<file path="config.mk">
export PLATFORM = sky130hd
export DESIGN_NAME = remote_serial_packet_deframer
export DESIGN_NICKNAME = d
export VERILOG_FILES = /design/src/rtl/core/rspd_pkg.sv /design/src/rtl/core/remote_serial_packet_deframer.sv
export SDC_FILE = /design/constraint.sdc
export NUM_CORES = 1
export LEC_CHECK = 0
export ABC_CLOCK_PERIOD_IN_PS = 5400
export BUFFER_PORTS_ARGS = -buffer_cell sky130_fd_sc_hd__buf_2
export CAP_MARGIN = 10
export CORE_MARGIN = 1.5
export CORE_UTILIZATION = 55
export CTS_CLUSTER_SIZE = 16
export DETAILED_ROUTE_END_ITERATION = 16
export GPL_ROUTABILITY_DRIVEN = 0
export PLACE_DENSITY = 0.77
export SLEW_MARGIN = 15
export SYNTH_ARGS = -nofsm -noshare
export SYNTH_HDL_FRONTEND = slang
export SYNTH_SLANG_ARGS = --single-unit
</file>
<file path="constraint.sdc">
create_clock -name clk -period 5.4 [get_ports clk]
set_clock_uncertainty 0.2 [all_clocks]
set_input_delay 1.08 -clock clk [delete_from_list [all_inputs] [get_ports clk]]
set_output_delay 1.08 -clock clk [all_outputs]
set_load 0.05 [all_outputs]
</file>
<file path="src/rtl/core/rspd_pkg.sv">
// Shared constants, codes and helper functions for the remote serial packet deframer.
// Has no dependencies; every other file refers to it by scoped names.
package rspd_pkg;

  localparam int MAX_PACKET_LEN = 1024;
  localparam int LEN_W = $clog2(MAX_PACKET_LEN + 1);
  localparam int PKT_LEN_W = 11;

  localparam logic [7:0] CH_PLUS = 8'h2B;
  localparam logic [7:0] CH_MINUS = 8'h2D;
  localparam logic [7:0] CH_DOLLAR = 8'h24;
  localparam logic [7:0] CH_HASH = 8'h23;

  localparam logic [2:0] PH_IDLE = 3'd0;
  localparam logic [2:0] PH_DISCARD = 3'd1;
  localparam logic [2:0] PH_DATA = 3'd2;
  localparam logic [2:0] PH_CK1 = 3'd3;
  localparam logic [2:0] PH_CK2 = 3'd4;

  localparam logic [2:0] EV_DATA = 3'd0;
  localparam logic [2:0] EV_GOOD = 3'd1;
  localparam logic [2:0] EV_MISMATCH = 3'd2;
  localparam logic [2:0] EV_SYNTAX = 3'd3;
  localparam logic [2:0] EV_FRAMING = 3'd4;
  localparam logic [2:0] EV_ACK = 3'd5;
  localparam logic [2:0] EV_NACK = 3'd6;
  localparam logic [2:0] EV_OVERFLOW = 3'd7;

  typedef struct packed {
    logic       ok;
    logic [3:0] value;
  } hex_t;

  function automatic hex_t hex_decode(input logic [7:0] b);
    hex_t h;
    h.ok = 1'b1;
    h.value = 4'd0;
    if (b >= 8'h30 && b <= 8'h39) begin
      h.value = 4'(b - 8'h30);
    end else if (b >= 8'h61 && b <= 8'h66) begin
      h.value = 4'(b - 8'h57);
    end else if (b >= 8'h41 && b <= 8'h46) begin
      h.value = 4'(b - 8'h37);
    end else begin
      h.ok = 1'b0;
    end
    return h;
  endfunction

endpackage

</file>
<file path="src/rtl/core/remote_serial_packet_deframer.sv">
// Top level of the remote serial packet deframer: input beat register, framing state
// update and result register. Depends on rspd_pkg.
// Results are registered: a beat taken into the input register updates the framing
// state, and any result waits in the result register while out_stall holds it.
// Throughput: one input beat per cycle while out_stall holds no result; the one-beat
// input register still takes a new beat while a finished result waits on out_stall.
// Reset: synchronous, active low; it empties both registers and returns the framing
// state to idle with a zero sum, length and checksum digit.
module remote_serial_packet_deframer (
  input  logic                         clk,
  input  logic                         rst_n,
  input  logic                         in_valid,
  output logic                         in_stall,
  input  logic [7:0]                   in_rx_byte,
  output logic                         out_valid,
  input  logic                         out_stall,
  output logic [2:0]                   out_event_res,
  output logic [7:0]                   out_data_byte,
  output logic [rspd_pkg::PKT_LEN_W-1:0] out_packet_length,
  output logic [7:0]                   out_computed_sum
);

  logic                       s1_valid_r;
  logic [7:0]                 s1_byte_r;
  logic                       adv;

  logic [2:0]                 phase_r, phase_nxt;
  logic [7:0]                 sum_r, sum_nxt;
  logic [rspd_pkg::LEN_W-1:0] len_r, len_nxt;
  logic [3:0]                 nib_r, nib_nxt;
  logic                       nib_ok_r, nib_ok_nxt;

  logic                       res;
  logic [2:0]                 ev;
  logic [7:0]                 data;
  logic                       carry_stats;
  rspd_pkg::hex_t             hx;
  logic [7:0]                 ck_value;

  logic                       out_valid_r;
  logic [2:0]                 ev_r;
  logic [7:0]                 data_r;
  logic [rspd_pkg::PKT_LEN_W-1:0] plen_r;
  logic [7:0]                 csum_r;

  assign adv = !out_valid_r || !out_stall;
  assign in_stall = s1_valid_r && !adv;

  always_comb begin
    phase_nxt = phase_r;
    sum_nxt = sum_r;
    len_nxt = len_r;
    nib_nxt = nib_r;
    nib_ok_nxt = nib_ok_r;
    res = 1'b0;
    ev = rspd_pkg::EV_DATA;
    data = 8'd0;
    carry_stats = 1'b0;
    hx = rspd_pkg::hex_decode(s1_byte_r);
    ck_value = hx.ok ? {nib_r, hx.value} : {4'd0, nib_r};
    unique case (phase_r)
      rspd_pkg::PH_DISCARD: begin
        if (s1_byte_r == rspd_pkg::CH_DOLLAR) begin
          phase_nxt = rspd_pkg::PH_DATA;
          sum_nxt = 8'd0;
          len_nxt = '0;
          nib_nxt = 4'd0;
          nib_ok_nxt = 1'b0;
        end
      end
      rspd_pkg::PH_DATA: begin
        if (s1_byte_r == rspd_pkg::CH_HASH) begin
          phase_nxt = rspd_pkg::PH_CK1;
        end else if (len_r >= rspd_pkg::LEN_W'(rspd_pkg::MAX_PACKET_LEN)) begin
          res = 1'b1;
          ev = rspd_pkg::EV_OVERFLOW;
          carry_stats = 1'b1;
          phase_nxt = rspd_pkg::PH_DISCARD;
        end else begin
          res = 1'b1;
          ev = rspd_pkg::EV_DATA;
          data = s1_byte_r;
          sum_nxt = sum_r + s1_byte_r;
          len_nxt = len_r + 1'b1;
        end
      end
      rspd_pkg::PH_CK1: begin
        phase_nxt = rspd_pkg::PH_CK2;
        if (hx.ok) begin
          nib_nxt = hx.value;
          nib_ok_nxt = 1'b1;
        end else begin
          nib_nxt = 4'd0;
          nib_ok_nxt = 1'b0;
          res = 1'b1;
          ev = rspd_pkg::EV_SYNTAX;
          carry_stats = 1'b1;
        end
      end
      rspd_pkg::PH_CK2: begin
        phase_nxt = rspd_pkg::PH_IDLE;
        if (nib_ok_r) begin
          nib_ok_nxt = 1'b0;
          res = 1'b1;
          carry_stats = 1'b1;
          ev = (ck_value == sum_r) ? rspd_pkg::EV_GOOD : rspd_pkg::EV_MISMATCH;
        end
      end
      default: begin
        phase_nxt = rspd_pkg::PH_IDLE;
        if (s1_byte_r == rspd_pkg::CH_PLUS) begin
          res = 1'b1;
          ev = rspd_pkg::EV_ACK;
        end else if (s1_byte_r == rspd_pkg::CH_MINUS) begin
          res = 1'b1;
          ev = rspd_pkg::EV_NACK;
        end else if (s1_byte_r == rspd_pkg::CH_DOLLAR) begin
          phase_nxt = rspd_pkg::PH_DATA;
          sum_nxt = 8'd0;
          len_nxt = '0;
          nib_nxt = 4'd0;
          nib_ok_nxt = 1'b0;
        end else begin
          res = 1'b1;
          ev = rspd_pkg::EV_FRAMING;
          phase_nxt = rspd_pkg::PH_DISCARD;
        end
      end
    endcase
  end

  always_ff @(posedge clk) begin
    if (!rst_n) begin
      s1_valid_r <= 1'b0;
    end else if (!s1_valid_r || adv) begin
      s1_valid_r <= in_valid;
    end
    if ((!s1_valid_r || adv) && in_valid) begin
      s1_byte_r <= in_rx_byte;
    end
  end

  always_ff @(posedge clk) begin
    if (!rst_n) begin
      phase_r <= rspd_pkg::PH_IDLE;
      sum_r <= 8'd0;
      len_r <= '0;
      nib_r <= 4'd0;
      nib_ok_r <= 1'b0;
    end else if (s1_valid_r && adv) begin
      phase_r <= phase_nxt;
      sum_r <= sum_nxt;
      len_r <= len_nxt;
      nib_r <= nib_nxt;
      nib_ok_r <= nib_ok_nxt;
    end
  end

  always_ff @(posedge clk) begin
    if (!rst_n) begin
      out_valid_r <= 1'b0;
    end else if (adv) begin
      out_valid_r <= s1_valid_r && res;
    end
    if (adv && s1_valid_r && res) begin
      ev_r <= ev;
      data_r <= data;
      plen_r <= carry_stats ? rspd_pkg::PKT_LEN_W'(len_r) : '0;
      csum_r <= carry_stats ? sum_r : 8'd0;
    end
  end

  assign out_valid = out_valid_r;
  assign out_event_res = ev_r;
  assign out_data_byte = data_r;
  assign out_packet_length = plen_r;
  assign out_computed_sum = csum_r;

endmodule
</file>
== Word-level counts from Yosys, hierarchy flattened ==
Index checks and enable logic that the tools add are counted.
Word-level totals
  memories kept: 0
  bits in writable memories: 0
  output and inout port bits: 32
  memory bits (read-only): 0
  word-level logic and storage cells: 122
  bits in registers: 67
  latch bits: 0
Operators by class
  equal/unequal tests: 19
  div/mod/pow operators: 0
  multiplexer cells: 55
  reductions and logical operators: 21
  multiply operators: 0
  bitwise operators: 3
  order comparisons: 7
  shifts and indexed selects: 0
  add/sub/neg operators: 5
Operators with widths (number)
  two-way mux 11 bit: 5
  two-way mux 8 bit: 6
  one-hot mux 11 bit (3 select lines): 1
  equality test 8 x 6 -> 1 bit, second input constant: 4
  two-way mux 4 bit: 7
  two-way mux 3 bit: 8
  one-hot mux 3 bit (4 select lines): 2
  one-hot mux 8 bit (3 select lines): 1
  >= comparator 8 x 7 -> 1 bit, second input constant: 2
  less-or-equal comparator 8 x 7 -> 1 bit, second input constant: 2
  two-way mux 1 bit: 15
  two-way mux 2 bit: 6
  inequality test 3 x 1 -> 1 bit, second input constant: 4
  one-hot mux 4 bit (3 select lines): 1
  adder 11 x 1 -> 11 bit, second input constant: 1
  >= comparator 11 bit, second input constant: 1
  adder 8 bit: 1
  equality test 8 bit: 1
  >= comparator 8 x 6 -> 1 bit, second input constant: 1
  less-or-equal comparator 8 x 6 -> 1 bit, second input constant: 1
  logical AND 1 bit: 8
  inequality test 4 x 1 -> 1 bit, second input constant: 2
  one-hot mux 1 bit (4 select lines): 2
  AND reduction 4 bit: 2
  other kinds (15): 26

== Logic depth before layout (Yosys ltp) ==
Gate-level depths: netlist (run 1).
  depth in word-level cells: 10
  gate-level depth with buffers: 8

== Worst setup path after synthesis (run 1) ==
No wires, ideal clock.
  kind: register to register
  start: register s1_byte_r[1]
  end: register csum_r[0] (netlist: out_computed_sum[0]), enable pin
  required time: 4743 ps
  arrival: 3793 ps
  cell stages (with the launch flop): 8
  library setup time: 457 ps
  path slack: 949 ps
  cell sequence: edfxtp_1 inv_1 ha_1 or3b_1 and3_1 nor2_1 a211oi_1 nor3_1
On the way
  cells in the longest elaborated chain, start to end: 8
  elaborated cells on any way between the ends: 23
Ends and longest elaborated chain
  start, declared: line remote_serial_packet_deframer.sv:24  | logic [7:0] s1_byte_r;
  start signal, assigned: line remote_serial_packet_deframer.sv:139  | s1_byte_r <= in_rx_byte;
  >= comparator 8 x 7 -> 1 bit or less-or-equal comparator 8 x 7 -> 1 bit (tied branches): line rspd_pkg.sv:42  | end else if (b >= 8'h41 && b <= 8'h46) begin
  logical AND 1 bit: line rspd_pkg.sv:42
  two-way mux 1 bit: line rspd_pkg.sv:42
  two-way mux 1 bit: line rspd_pkg.sv:40  | end else if (b >= 8'h61 && b <= 8'h66) begin
  two-way mux 1 bit: line rspd_pkg.sv:38  | if (b >= 8'h30 && b <= 8'h39) begin
  two-way mux 1 bit: line remote_serial_packet_deframer.sv:89  | if (hx.ok) begin
  one-hot mux 1 bit (4 select lines) (*): line remote_serial_packet_deframer.sv:61  | unique case (phase_r)
  logical AND 1 bit (*): line remote_serial_packet_deframer.sv:165  | if (adv && s1_valid_r && res) begin
  end signal, assigned: line remote_serial_packet_deframer.sv:169  | csum_r <= carry_stats ? sum_r : 8'd0;
  end, declared: line remote_serial_packet_deframer.sv:44  | logic [7:0] csum_r;
Mark *: on every way between the ends. The rest lies on a longest branch, timed or not.
A chain may end at the register's enable or synchronous reset.

== Worst setup path after layout (run 1) ==
  start: register s1_byte_r[1]
  end: register csum_r[1] (netlist: out_computed_sum[1]), data pin
On the way
  cells in the longest elaborated chain, start to end: 7
  elaborated cells on any way between the ends: 16
Ends and longest elaborated chain (line)
  >= comparator 8 x 7 -> 1 bit or less-or-equal comparator 8 x 7 -> 1 bit (tied branches): rspd_pkg.sv:42
  logical AND 1 bit: rspd_pkg.sv:42
  two-way mux 1 bit: rspd_pkg.sv:42
  two-way mux 1 bit: rspd_pkg.sv:40
  two-way mux 1 bit: rspd_pkg.sv:38
  two-way mux 1 bit: remote_serial_packet_deframer.sv:89
  one-hot mux 1 bit (3 select lines) (*): remote_serial_packet_deframer.sv:61
Marks and branches as above.

==> results of run 1 <==
## cell type report
cell class | count | area, µm²
clock buffers | 9 | 124
clock inverters | 7 | 124
fillers | 526 | 2210
inverters | 9 | 33.8
multi-input cells | 255 | 1750
flip-flops and latches | 67 | 1720
well taps | 77 | 96.3
repair buffers | 44 | 223
## tightest hold or removal path: cells and delay by family (launching register included)
| kind | cells | cell delay, ps |
|---|---|---|
| AO/OA/AOI/OAI | 1 | 50 |
| flip-flops | 1 | 340 |
| AND/OR/NAND/NOR | 1 | 60 |
## power by group through the flow
stage               clock network (mW)  logic [mW]  registers, mW
global route                     0.541       0.115          0.569
finish                           0.518       0.108          0.567
floorplan                            0      0.0482          0.609
CTS                              0.523       0.107          0.567
global placement                     0       0.105          0.577
detailed placement                   0       0.107          0.578
## synth_stat cells (3+ instances only)
| master | n | area [µm²] |
|---|---|---|
| sky130_fd_sc_hd__a211oi_1 | 5 | 37.5 |
| sky130_fd_sc_hd__a21boi_0 | 4 | 30.0 |
| sky130_fd_sc_hd__a21boi_1 | 3 | 22.5 |
| sky130_fd_sc_hd__a21o_1 | 3 | 22.5 |
| sky130_fd_sc_hd__a21oi_1 | 21 | 105 |
| sky130_fd_sc_hd__a22oi_1 | 6 | 45.0 |
| sky130_fd_sc_hd__and2_1 | 19 | 119 |
| sky130_fd_sc_hd__and3_1 | 11 | 68.8 |
| sky130_fd_sc_hd__clkbuf_1 | 8 | 30.0 |
| sky130_fd_sc_hd__dfxtp_1 | 29 | 581 |
| sky130_fd_sc_hd__edfxtp_1 | 38 | 1140 |
| sky130_fd_sc_hd__ha_1 | 13 | 163 |
| sky130_fd_sc_hd__inv_1 | 9 | 33.8 |
| sky130_fd_sc_hd__nand2_1 | 16 | 60.1 |
| sky130_fd_sc_hd__nand2b_1 | 3 | 18.8 |
| sky130_fd_sc_hd__nand3_1 | 11 | 55.1 |
| sky130_fd_sc_hd__nand3b_1 | 4 | 30.0 |
| sky130_fd_sc_hd__nand4_1 | 5 | 31.3 |
| sky130_fd_sc_hd__nor2_1 | 23 | 86.3 |
| sky130_fd_sc_hd__nor2b_1 | 10 | 62.6 |
| sky130_fd_sc_hd__nor3_1 | 12 | 60.1 |
| sky130_fd_sc_hd__nor4_1 | 3 | 18.8 |
| sky130_fd_sc_hd__o211ai_1 | 4 | 30.0 |
| sky130_fd_sc_hd__o21a_1 | 3 | 22.5 |
| sky130_fd_sc_hd__o21ai_0 | 9 | 45.0 |
| sky130_fd_sc_hd__o21bai_1 | 4 | 30.0 |
| sky130_fd_sc_hd__or3_1 | 4 | 25.0 |
| sky130_fd_sc_hd__xnor2_1 | 9 | 78.8 |
| sky130_fd_sc_hd__xor2_1 | 10 | 87.6 |
## state kept, by name (all words and copies together) (netlist names), 4 cells and up
signal             flops
nib_r                  4
sum_r                  8
out_packet_length     11
out_data_byte          8
len_r                 11
out_computed_sum       8
s1_byte_r              8
## worst paths after layout
kind / to / depth (start not counted)
worst max-delay path: out_computed_sum[1] / 6
worst min-delay path: sum_r[3] / 2
worst max register to register: out_computed_sum[1] / 6
worst min register to register: sum_r[3] / 2
## metal layers
layer	up-vias	wire length [µm]	track usage, %
met3	18	516	5.07
li1	1352	-	-
met2	100	3650	37.1
met1	1318	3370	29.6
met5	-	0	0
met4	0	136	10.2
## stage by stage
| stage | std cells | setup slack (ps) | utilization (%) |
|---|---|---|---|
| 6_report | 468 | 2260 | 64.9 |
| 5_1_grt | 468 | 2080 | 64.9 |
| 4_1_cts | 468 | 2240 | 64.9 |
| 3_5_place_dp | 452 | 2340 | 60.9 |
| 3_3_place_gp | 452 | 2330 | 60.9 |
| 2_1_floorplan | 340 | 949 | - |
## logic make-up after synthesis
kind of cell               Yosys count
buffers and inverters               18
DFF                                 67
adders and majority gates           14
and+or+nand+nor                    137
AOI/OAI and AO/OA                   85
xor gates and xnor gates            19
==> impl_metrics.prom, run 1 <==
# TYPE chip_impl_metric gauge
chip_impl_info{name="run_status",value="complete, no violations"} 1
chip_impl_metric{name="timing.critical_path.arrival",unit="ps"} 3060
chip_impl_metric{name="yosys.area_share.xor_xnor",unit="%"} 4.71
chip_impl_metric{name="cpPeakStageDelay",unit="ps"} 540
chip_impl_metric{name="finalInstanceArea",unit="µm²"} 4070
chip_impl_info{name="hold_path_startpoint",value="sum_r[3]"} 1
chip_impl_metric{name="syn_to_final_growth",unit="%"} 15.2
chip_impl_metric{name="setup_violations",unit=""} 0
chip_impl_metric{name="clk_pin_slew_worst_paths",unit="ps"} 80
chip_impl_metric{name="drt_iter0_drc",unit=""} 324
chip_impl_metric{name="register_to_register_path_setup_slack",unit="ps"} 2260
chip_impl_metric{name="netlist_area",unit="µm²"} 3530
chip_impl_metric{name="timing.critical_path.fanout_max",unit=""} 13
chip_impl_metric{name="finalHoldViolations",unit=""} 0
chip_impl_metric{name="worst_hold_slack_across_all_endpoints",unit="ps"} 287
chip_impl_info{name="slowest_stage_cell_on_the_critical_path",value="sky130_fd_sc_hd__a32oi_2"} 1
chip_impl_info{name="most_used_flip_flop_cell_after_synthesis",value="sky130_fd_sc_hd__edfxtp_1"} 1
chip_impl_metric{name="maxSlewHeadroom",unit="%"} 36.0
chip_impl_info{name="critical_path.cell_chain",value="ha_1 -> nor2b_1 -> a31oi_1 -> a32oi_2 -> nand2_1 -> and2_1"} 1
chip_impl_metric{name="power_per_cell_area",unit="nW/µm²"} 293
chip_impl_metric{name="synth-seq-cells",unit=""} 67
chip_impl_info{name="tritoncts",value="built"} 1
chip_impl_info{name="setup_repair_after_global_routing_missed_its_margin",value="false"} 1
chip_impl_metric{name="routed_wl",unit="µm"} 7670
chip_impl_info{name="most_common_cell_after_layout_fill_and_taps_aside",value="sky130_fd_sc_hd__buf_2"} 1
chip_impl_metric{name="num_antenna_cells",unit=""} 0
chip_impl_metric{name="clock-sinks",unit=""} 67
chip_impl_metric{name="initial_core_util",unit="%"} 56.3
chip_impl_metric{name="synth_area_in_simple_gates",unit="%"} 22.0
chip_impl_metric{name="fp-row-count",unit=""} 29
chip_impl_metric{name="antenna_found_initial",unit=""} 0
chip_impl_metric{name="syn_nets",unit=""} 366
chip_impl_metric{name="final_nets",unit=""} 412
chip_impl_metric{name="power.static_leakage",unit="nW"} 1.57
chip_impl_metric{name="global_route.overflow_total",unit=""} 0
chip_impl_metric{name="vdd_ir_drop_max",unit="µV"} 194
chip_impl_metric{name="viasPerCell",unit=""} 5.96
chip_impl_metric{name="synthArstFlopShare",unit="%"} 0
chip_impl_metric{name="die-width",unit="µm"} 83.2
chip_impl_metric{name="timing.critical_path.required",unit="ps"} 5310
chip_impl_info{name="setup.worst_path.start",value="s1_byte_r[1]"} 1
chip_impl_metric{name="cts_setup_buffers",unit=""} 0
chip_impl_metric{name="p_clk_share",unit="%"} 43.4
chip_impl_info{name="final_cell_mix",value="sky130_fd_sc_hd__buf_2 (43), sky130_fd_sc_hd__edfxtp_1 (38), sky130_fd_sc_hd__dfxtp_1 (29), sky130_fd_sc_hd__nor2_1 (23), sky130_fd_sc_hd__a21oi_1 (21)"} 1
chip_impl_metric{name="drv_slew",unit=""} 0
chip_impl_metric{name="design.die.area",unit="µm²"} 6920
chip_impl_metric{name="max_freq",unit="MHz"} 318
chip_impl_metric{name="placeableCoreArea",unit="µm²"} 6280
chip_impl_metric{name="finalWorstPathRequiredPeriod",unit="ps"} 3140
chip_impl_info{name="cts_root_buffer",value="sky130_fd_sc_hd__clkbuf_8"} 1
chip_impl_metric{name="insertion_delay",unit="ps"} 360
chip_impl_metric{name="global_router_s_overall_resource_usage",unit="%"} 22.9
chip_impl_metric{name="drt.antenna.violating_nets",unit=""} 0
chip_impl_metric{name="synthesis.instances",unit=""} 340
chip_impl_metric{name="dieHeight",unit="µm"} 83.2
chip_impl_metric{name="synth_compound_gate_area_share",unit="%"} 17.5
chip_impl_metric{name="cts_inserted_buffers",unit=""} 9
chip_impl_info{name="worstSetupPathType",value="reg -> reg"} 1
chip_impl_metric{name="p_sw",unit="µW"} 298
chip_impl_info{name="cp-start-kind",value="flop"} 1
chip_impl_metric{name="share_seq_of_total_power",unit="%"} 47.5
chip_impl_metric{name="overall_power_after_layout",unit="mW"} 1.19
chip_impl_metric{name="dr_wl_cell",unit="µm"} 16.4
chip_impl_metric{name="pin_count_of_the_biggest_net_entering_global_routing",unit=""} 31
chip_impl_info{name="cpLargestDelayFamily",value="simple AND/OR/NAND/NOR gates"} 1
chip_impl_metric{name="first_global_vias",unit=""} 2677
chip_impl_metric{name="post_synth.cell_area_avg",unit="µm²"} 10.4
chip_impl_metric{name="number_of_detailed_route_iterations_in_the_first_pass",unit=""} 5
chip_impl_metric{name="power_switching_share",unit="%"} 25.0
chip_impl_metric{name="clock_tree.htree_level_count",unit=""} 3
chip_impl_metric{name="post_synth_adder_cell_area",unit="%"} 5.17
chip_impl_metric{name="setup-tns-final",unit="ps"} 0
chip_impl_metric{name="postCtsResizedCells",unit=""} 0
chip_impl_info{name="hold_path_class",value="reg -> reg"} 1
chip_impl_metric{name="power.share.combinational",unit="%"} 9.0
chip_impl_metric{name="drc",unit=""} 0
chip_impl_metric{name="number_of_enable_type_register_cells_in_the_synthesized_netlist",unit=""} 38
chip_impl_info{name="synth_top_family_by_area",value="simple AND/OR/NAND/NOR gates"} 1
chip_impl_metric{name="boundaryPins",unit=""} 44
chip_impl_metric{name="place_hpwl",unit="µm"} 5450
chip_impl_metric{name="tightest_slew",unit="ps"} 958
chip_impl_info{name="timing.rr.start",value="s1_byte_r[1]"} 1
chip_impl_metric{name="fin_crit_sh",unit="%"} 58.2
chip_impl_metric{name="cp.buffers_inverters",unit=""} 0
chip_impl_metric{name="yosysUniqueCellTypes",unit=""} 60
chip_impl_metric{name="route.vias.total",unit=""} 2788
chip_impl_metric{name="p_int",unit="µW"} 895
chip_impl_metric{name="synthMuxAreaShare",unit="%"} 0
chip_impl_info{name="end_kind",value="flop"} 1
chip_impl_metric{name="cts-root-to-sink-buffers",unit=""} 2
chip_impl_metric{name="cts.hold.buffers_added",unit=""} 0
chip_impl_metric{name="placement.io_buffers",unit=""} 43
chip_impl_metric{name="max-cap-violations",unit=""} 0
chip_impl_metric{name="place_area",unit="µm²"} 3820
chip_impl_metric{name="synth_sequential_area_ratio",unit="%"} 48.7
chip_impl_metric{name="yosysWarningCount",unit=""} 0
chip_impl_metric{name="fraction_of_final_layout_cells_sized_beyond_drive_strength_1",unit="%"} 18.9
chip_impl_metric{name="grt_pass1_wl",unit="µm"} 12600
Note: power is estimated with default switching activity, not from simulation.
==> run 2, diff against run 1 <==
ABC_CLOCK_PERIOD_IN_PS = 2520   (was 5400)
CORE_UTILIZATION = 52   (was 55)
clock period = 2.52 ns   (was 5.4 ns; I/O delays follow)
==> run 2 against run 1 <==
The run now ends with DRC, setup timing left. First-iteration DRC count down 41%. Global-route usage up 0.95 points. Utilization up 4.9 points. Sequential share of layout area down 4.1 points. Non-clock buffer count up 43. Sequential cell count unchanged. Total power up 100%. Final cell count up 9.2%. Critical endpoint is now out_event_res[0]. Highest routed layer unchanged.
==> impl_metrics.prom, run 2 (synthesis gave the netlist of run 1 again) <==
# TYPE chip_impl_metric gauge
chip_impl_metric{name="global_route.overflow_total",unit=""} 0
chip_impl_metric{name="dieHeight",unit="µm"} 85.4
chip_impl_info{name="most_common_cell_after_layout_fill_and_taps_aside",value="sky130_fd_sc_hd__buf_2"} 1
chip_impl_info{name="run_status",value="finished, violations left"} 1
chip_impl_info{name="final_cell_mix",value="sky130_fd_sc_hd__buf_2 (43), sky130_fd_sc_hd__buf_4 (42), sky130_fd_sc_hd__edfxtp_1 (38), sky130_fd_sc_hd__dfxtp_1 (29), sky130_fd_sc_hd__nor2_1 (20)"} 1
chip_impl_metric{name="drv_slew",unit=""} 0
chip_impl_metric{name="num_antenna_cells",unit=""} 0
chip_impl_metric{name="drt.antenna.violating_nets",unit=""} 0
chip_impl_metric{name="design.die.area",unit="µm²"} 7300
chip_impl_metric{name="timing.critical_path.arrival",unit="ps"} 2430
chip_impl_info{name="cpLargestDelayFamily",value="compound AO/OA/AOI/OAI gates"} 1
chip_impl_metric{name="clk_pin_slew_worst_paths",unit="ps"} 80
chip_impl_info{name="tritoncts",value="built"} 1
chip_impl_metric{name="power.share.combinational",unit="%"} 12.3
chip_impl_metric{name="pin_count_of_the_biggest_net_entering_global_routing",unit=""} 31
chip_impl_metric{name="boundaryPins",unit=""} 44
chip_impl_metric{name="die-width",unit="µm"} 85.4
chip_impl_metric{name="fp-row-count",unit=""} 29
chip_impl_metric{name="insertion_delay",unit="ps"} 360
chip_impl_metric{name="viasPerCell",unit=""} 5.73
chip_impl_metric{name="final_nets",unit=""} 455
chip_impl_metric{name="setup_violations",unit=""} 1
chip_impl_metric{name="placement.io_buffers",unit=""} 43
chip_impl_metric{name="antenna_found_initial",unit=""} 0
chip_impl_metric{name="routed_wl",unit="µm"} 8440
chip_impl_metric{name="timing.critical_path.required",unit="ps"} 2430
chip_impl_info{name="hold_path_class",value="in -> reg"} 1
chip_impl_info{name="end_kind",value="flop"} 1
chip_impl_metric{name="post_layout_nonfiller_instances",unit=""} 511
chip_impl_metric{name="max-cap-violations",unit=""} 0
chip_impl_metric{name="power_per_cell_area",unit="nW/µm²"} 536
chip_impl_metric{name="cts_inserted_buffers",unit=""} 9
chip_impl_metric{name="clock-sinks",unit=""} 67
chip_impl_metric{name="maxSlewHeadroom",unit="%"} 59.0
chip_impl_metric{name="syn_to_final_growth",unit="%"} 27.5
chip_impl_metric{name="numPlacedInstances",unit=""} 491
chip_impl_metric{name="cts-root-to-sink-buffers",unit=""} 2
chip_impl_info{name="slowest_stage_cell_on_the_critical_path",value="sky130_fd_sc_hd__edfxtp_1"} 1
chip_impl_metric{name="power_switching_share",unit="%"} 27.3
chip_impl_info{name="critical_path.cell_chain",value="nand4bb_2 -> buf_4 -> a211oi_1 -> a311oi_2 -> xor2_1 -> o2111a_1 -> a21bo_1"} 1
chip_impl_metric{name="p_clk_share",unit="%"} 37.6
chip_impl_metric{name="route.vias.total",unit=""} 2928
chip_impl_metric{name="timing.critical_path.fanout_max",unit=""} 6
chip_impl_metric{name="grt_pass1_wl",unit="µm"} 13400
chip_impl_info{name="setup_repair_after_global_routing_missed_its_margin",value="true"} 1
chip_impl_metric{name="drt_iter0_drc",unit=""} 192
chip_impl_metric{name="cpPeakStageDelay",unit="ps"} 520
chip_impl_metric{name="vdd_ir_drop_max",unit="µV"} 414
chip_impl_info{name="cts_root_buffer",value="sky130_fd_sc_hd__clkbuf_8"} 1
chip_impl_metric{name="finalHoldViolations",unit=""} 0
chip_impl_metric{name="p_int",unit="mW"} 1.76
chip_impl_metric{name="cts.hold.buffers_added",unit=""} 0
chip_impl_metric{name="cp.buffers_inverters",unit=""} 1
chip_impl_metric{name="global_router_s_overall_resource_usage",unit="%"} 23.9
chip_impl_metric{name="tightest_slew",unit="ps"} 614
chip_impl_info{name="violations",value="DRC, setup timing"} 1
chip_impl_metric{name="setup_slack_placement",unit="ps"} -16.8
chip_impl_info{name="worstSetupPathType",value="reg -> reg"} 1
chip_impl_metric{name="clock_tree.htree_level_count",unit=""} 3
chip_impl_metric{name="dr_wl_cell",unit="µm"} 16.5
chip_impl_metric{name="number_of_detailed_route_iterations_in_the_first_pass",unit=""} 10
chip_impl_metric{name="initial_core_util",unit="%"} 54.7
chip_impl_metric{name="final_critical_path_setup_slack",unit="ps"} -3.72
chip_impl_metric{name="first_global_vias",unit=""} 2833
chip_impl_metric{name="drc",unit=""} 5
chip_impl_metric{name="p_sw",unit="µW"} 659
chip_impl_metric{name="fraction_of_final_layout_cells_sized_beyond_drive_strength_1",unit="%"} 32.5
chip_impl_info{name="cp-start-kind",value="flop"} 1
chip_impl_metric{name="place_hpwl",unit="µm"} 6080
chip_impl_metric{name="max_freq",unit="MHz"} 396
chip_impl_metric{name="finalWorstPathRequiredPeriod",unit="ps"} 2520
chip_impl_metric{name="share_seq_of_total_power",unit="%"} 50.0
chip_impl_metric{name="power.static_leakage",unit="nW"} 1.78
chip_impl_metric{name="fin_crit_sh",unit="%"} 100
chip_impl_metric{name="placeableCoreArea",unit="µm²"} 6460
-- run 2: changes by cell type in the layout (fill, tap and decap cells not counted), moves of 3 or more --
cell	before	now
sky130_fd_sc_hd__o21ai_0	9	6
sky130_fd_sc_hd__nor2_1	23	20
sky130_fd_sc_hd__ha_1	13	10
sky130_fd_sc_hd__buf_4	1	42
-- run 2: routing by layer --
metal | up-vias | GRT usage [%] | routed length (µm) | share of wire (%)
met1 | 1376 | 31.3 | 3700 | 44
met3 | 19 | 3.70 | 442 | 5.2
met4 | 0 | 10.6 | 215 | 2.5
met2 | 88 | 39.2 | 4090 | 48
li1 | 1445 | - | - | -
met5 | - | 0 | 0 | 0
-- run 2: power by group through the flow --
stage | clock network (mW) | registers, mW | logic (mW)
6_report | 0.909 | 1.21 | 0.298
5_1_grt | 0.963 | 1.21 | 0.316
4_1_cts | 0.917 | 1.21 | 0.283
3_5_place_dp | 0 | 1.23 | 0.280
3_3_place_gp | 0 | 1.23 | 0.276
2_1_floorplan | 0 | 1.30 | 0.110
-- run 2: cell type report --
| cell class | instances | area (µm²) |
|---|---|---|
| inverter | 9 | 33.8 |
| fill | 482 | 1950 |
| tap | 77 | 96.3 |
| multi-input combinational | 255 | 1890 |
| clock buffer | 9 | 124 |
| timing repair buffer | 87 | 571 |
| clock inverter | 7 | 76.3 |
| sequential | 67 | 1720 |
-- run 2: final timing paths --
| check | slack, ps | end | startpoint | cells past startpoint |
|---|---|---|---|---|
| hold reg to reg | 290 | sum_r[3] | sum_r[3] | 2 |
| hold / removal | 120 | s1_byte_r[5] | in_rx_byte[5] | 1 |
| setup / recovery | -4 | out_event_res[0] | s1_byte_r[7] | 7 |
| setup reg to reg | -4 | out_event_res[0] | s1_byte_r[7] | 7 |
-- run 2: timing repair --
| item | 4_1_cts | 5_1_grt |
|---|---|---|
| gates resized for setup | 3 | 18 |
| cloned | 0 | 0 |
| endpoints found under the setup margin | 2 | 53 |
| pin swaps | 3 | 4 |
| setup buffers | 1 | 3 |
-- run 2: worst register-to-register path: stages (launching register included) --
cell and delay (ps):
sky130_fd_sc_hd__edfxtp_1 520, sky130_fd_sc_hd__nand4bb_2 370, sky130_fd_sc_hd__buf_4 200, sky130_fd_sc_hd__a211oi_1 360
sky130_fd_sc_hd__a311oi_2 90, sky130_fd_sc_hd__xor2_1 160, sky130_fd_sc_hd__o2111a_1 170, sky130_fd_sc_hd__a21bo_1 220
-- run 2: metrics by stage --
stage               utilization (%)  hold WS, ps  area [µm²]  setup TNS [ps]  total power, mW
finish                         69.8          118        4510           -3.72             2.41
global route                   69.8          117        4510            -345             2.49
CTS                            68.3          116        4410               0             2.41
detailed placement             64.8          280        4180           -16.8             1.51
global placement               64.8          264        4180               0             1.51
floorplan                         -          248        3580          -11000             1.41
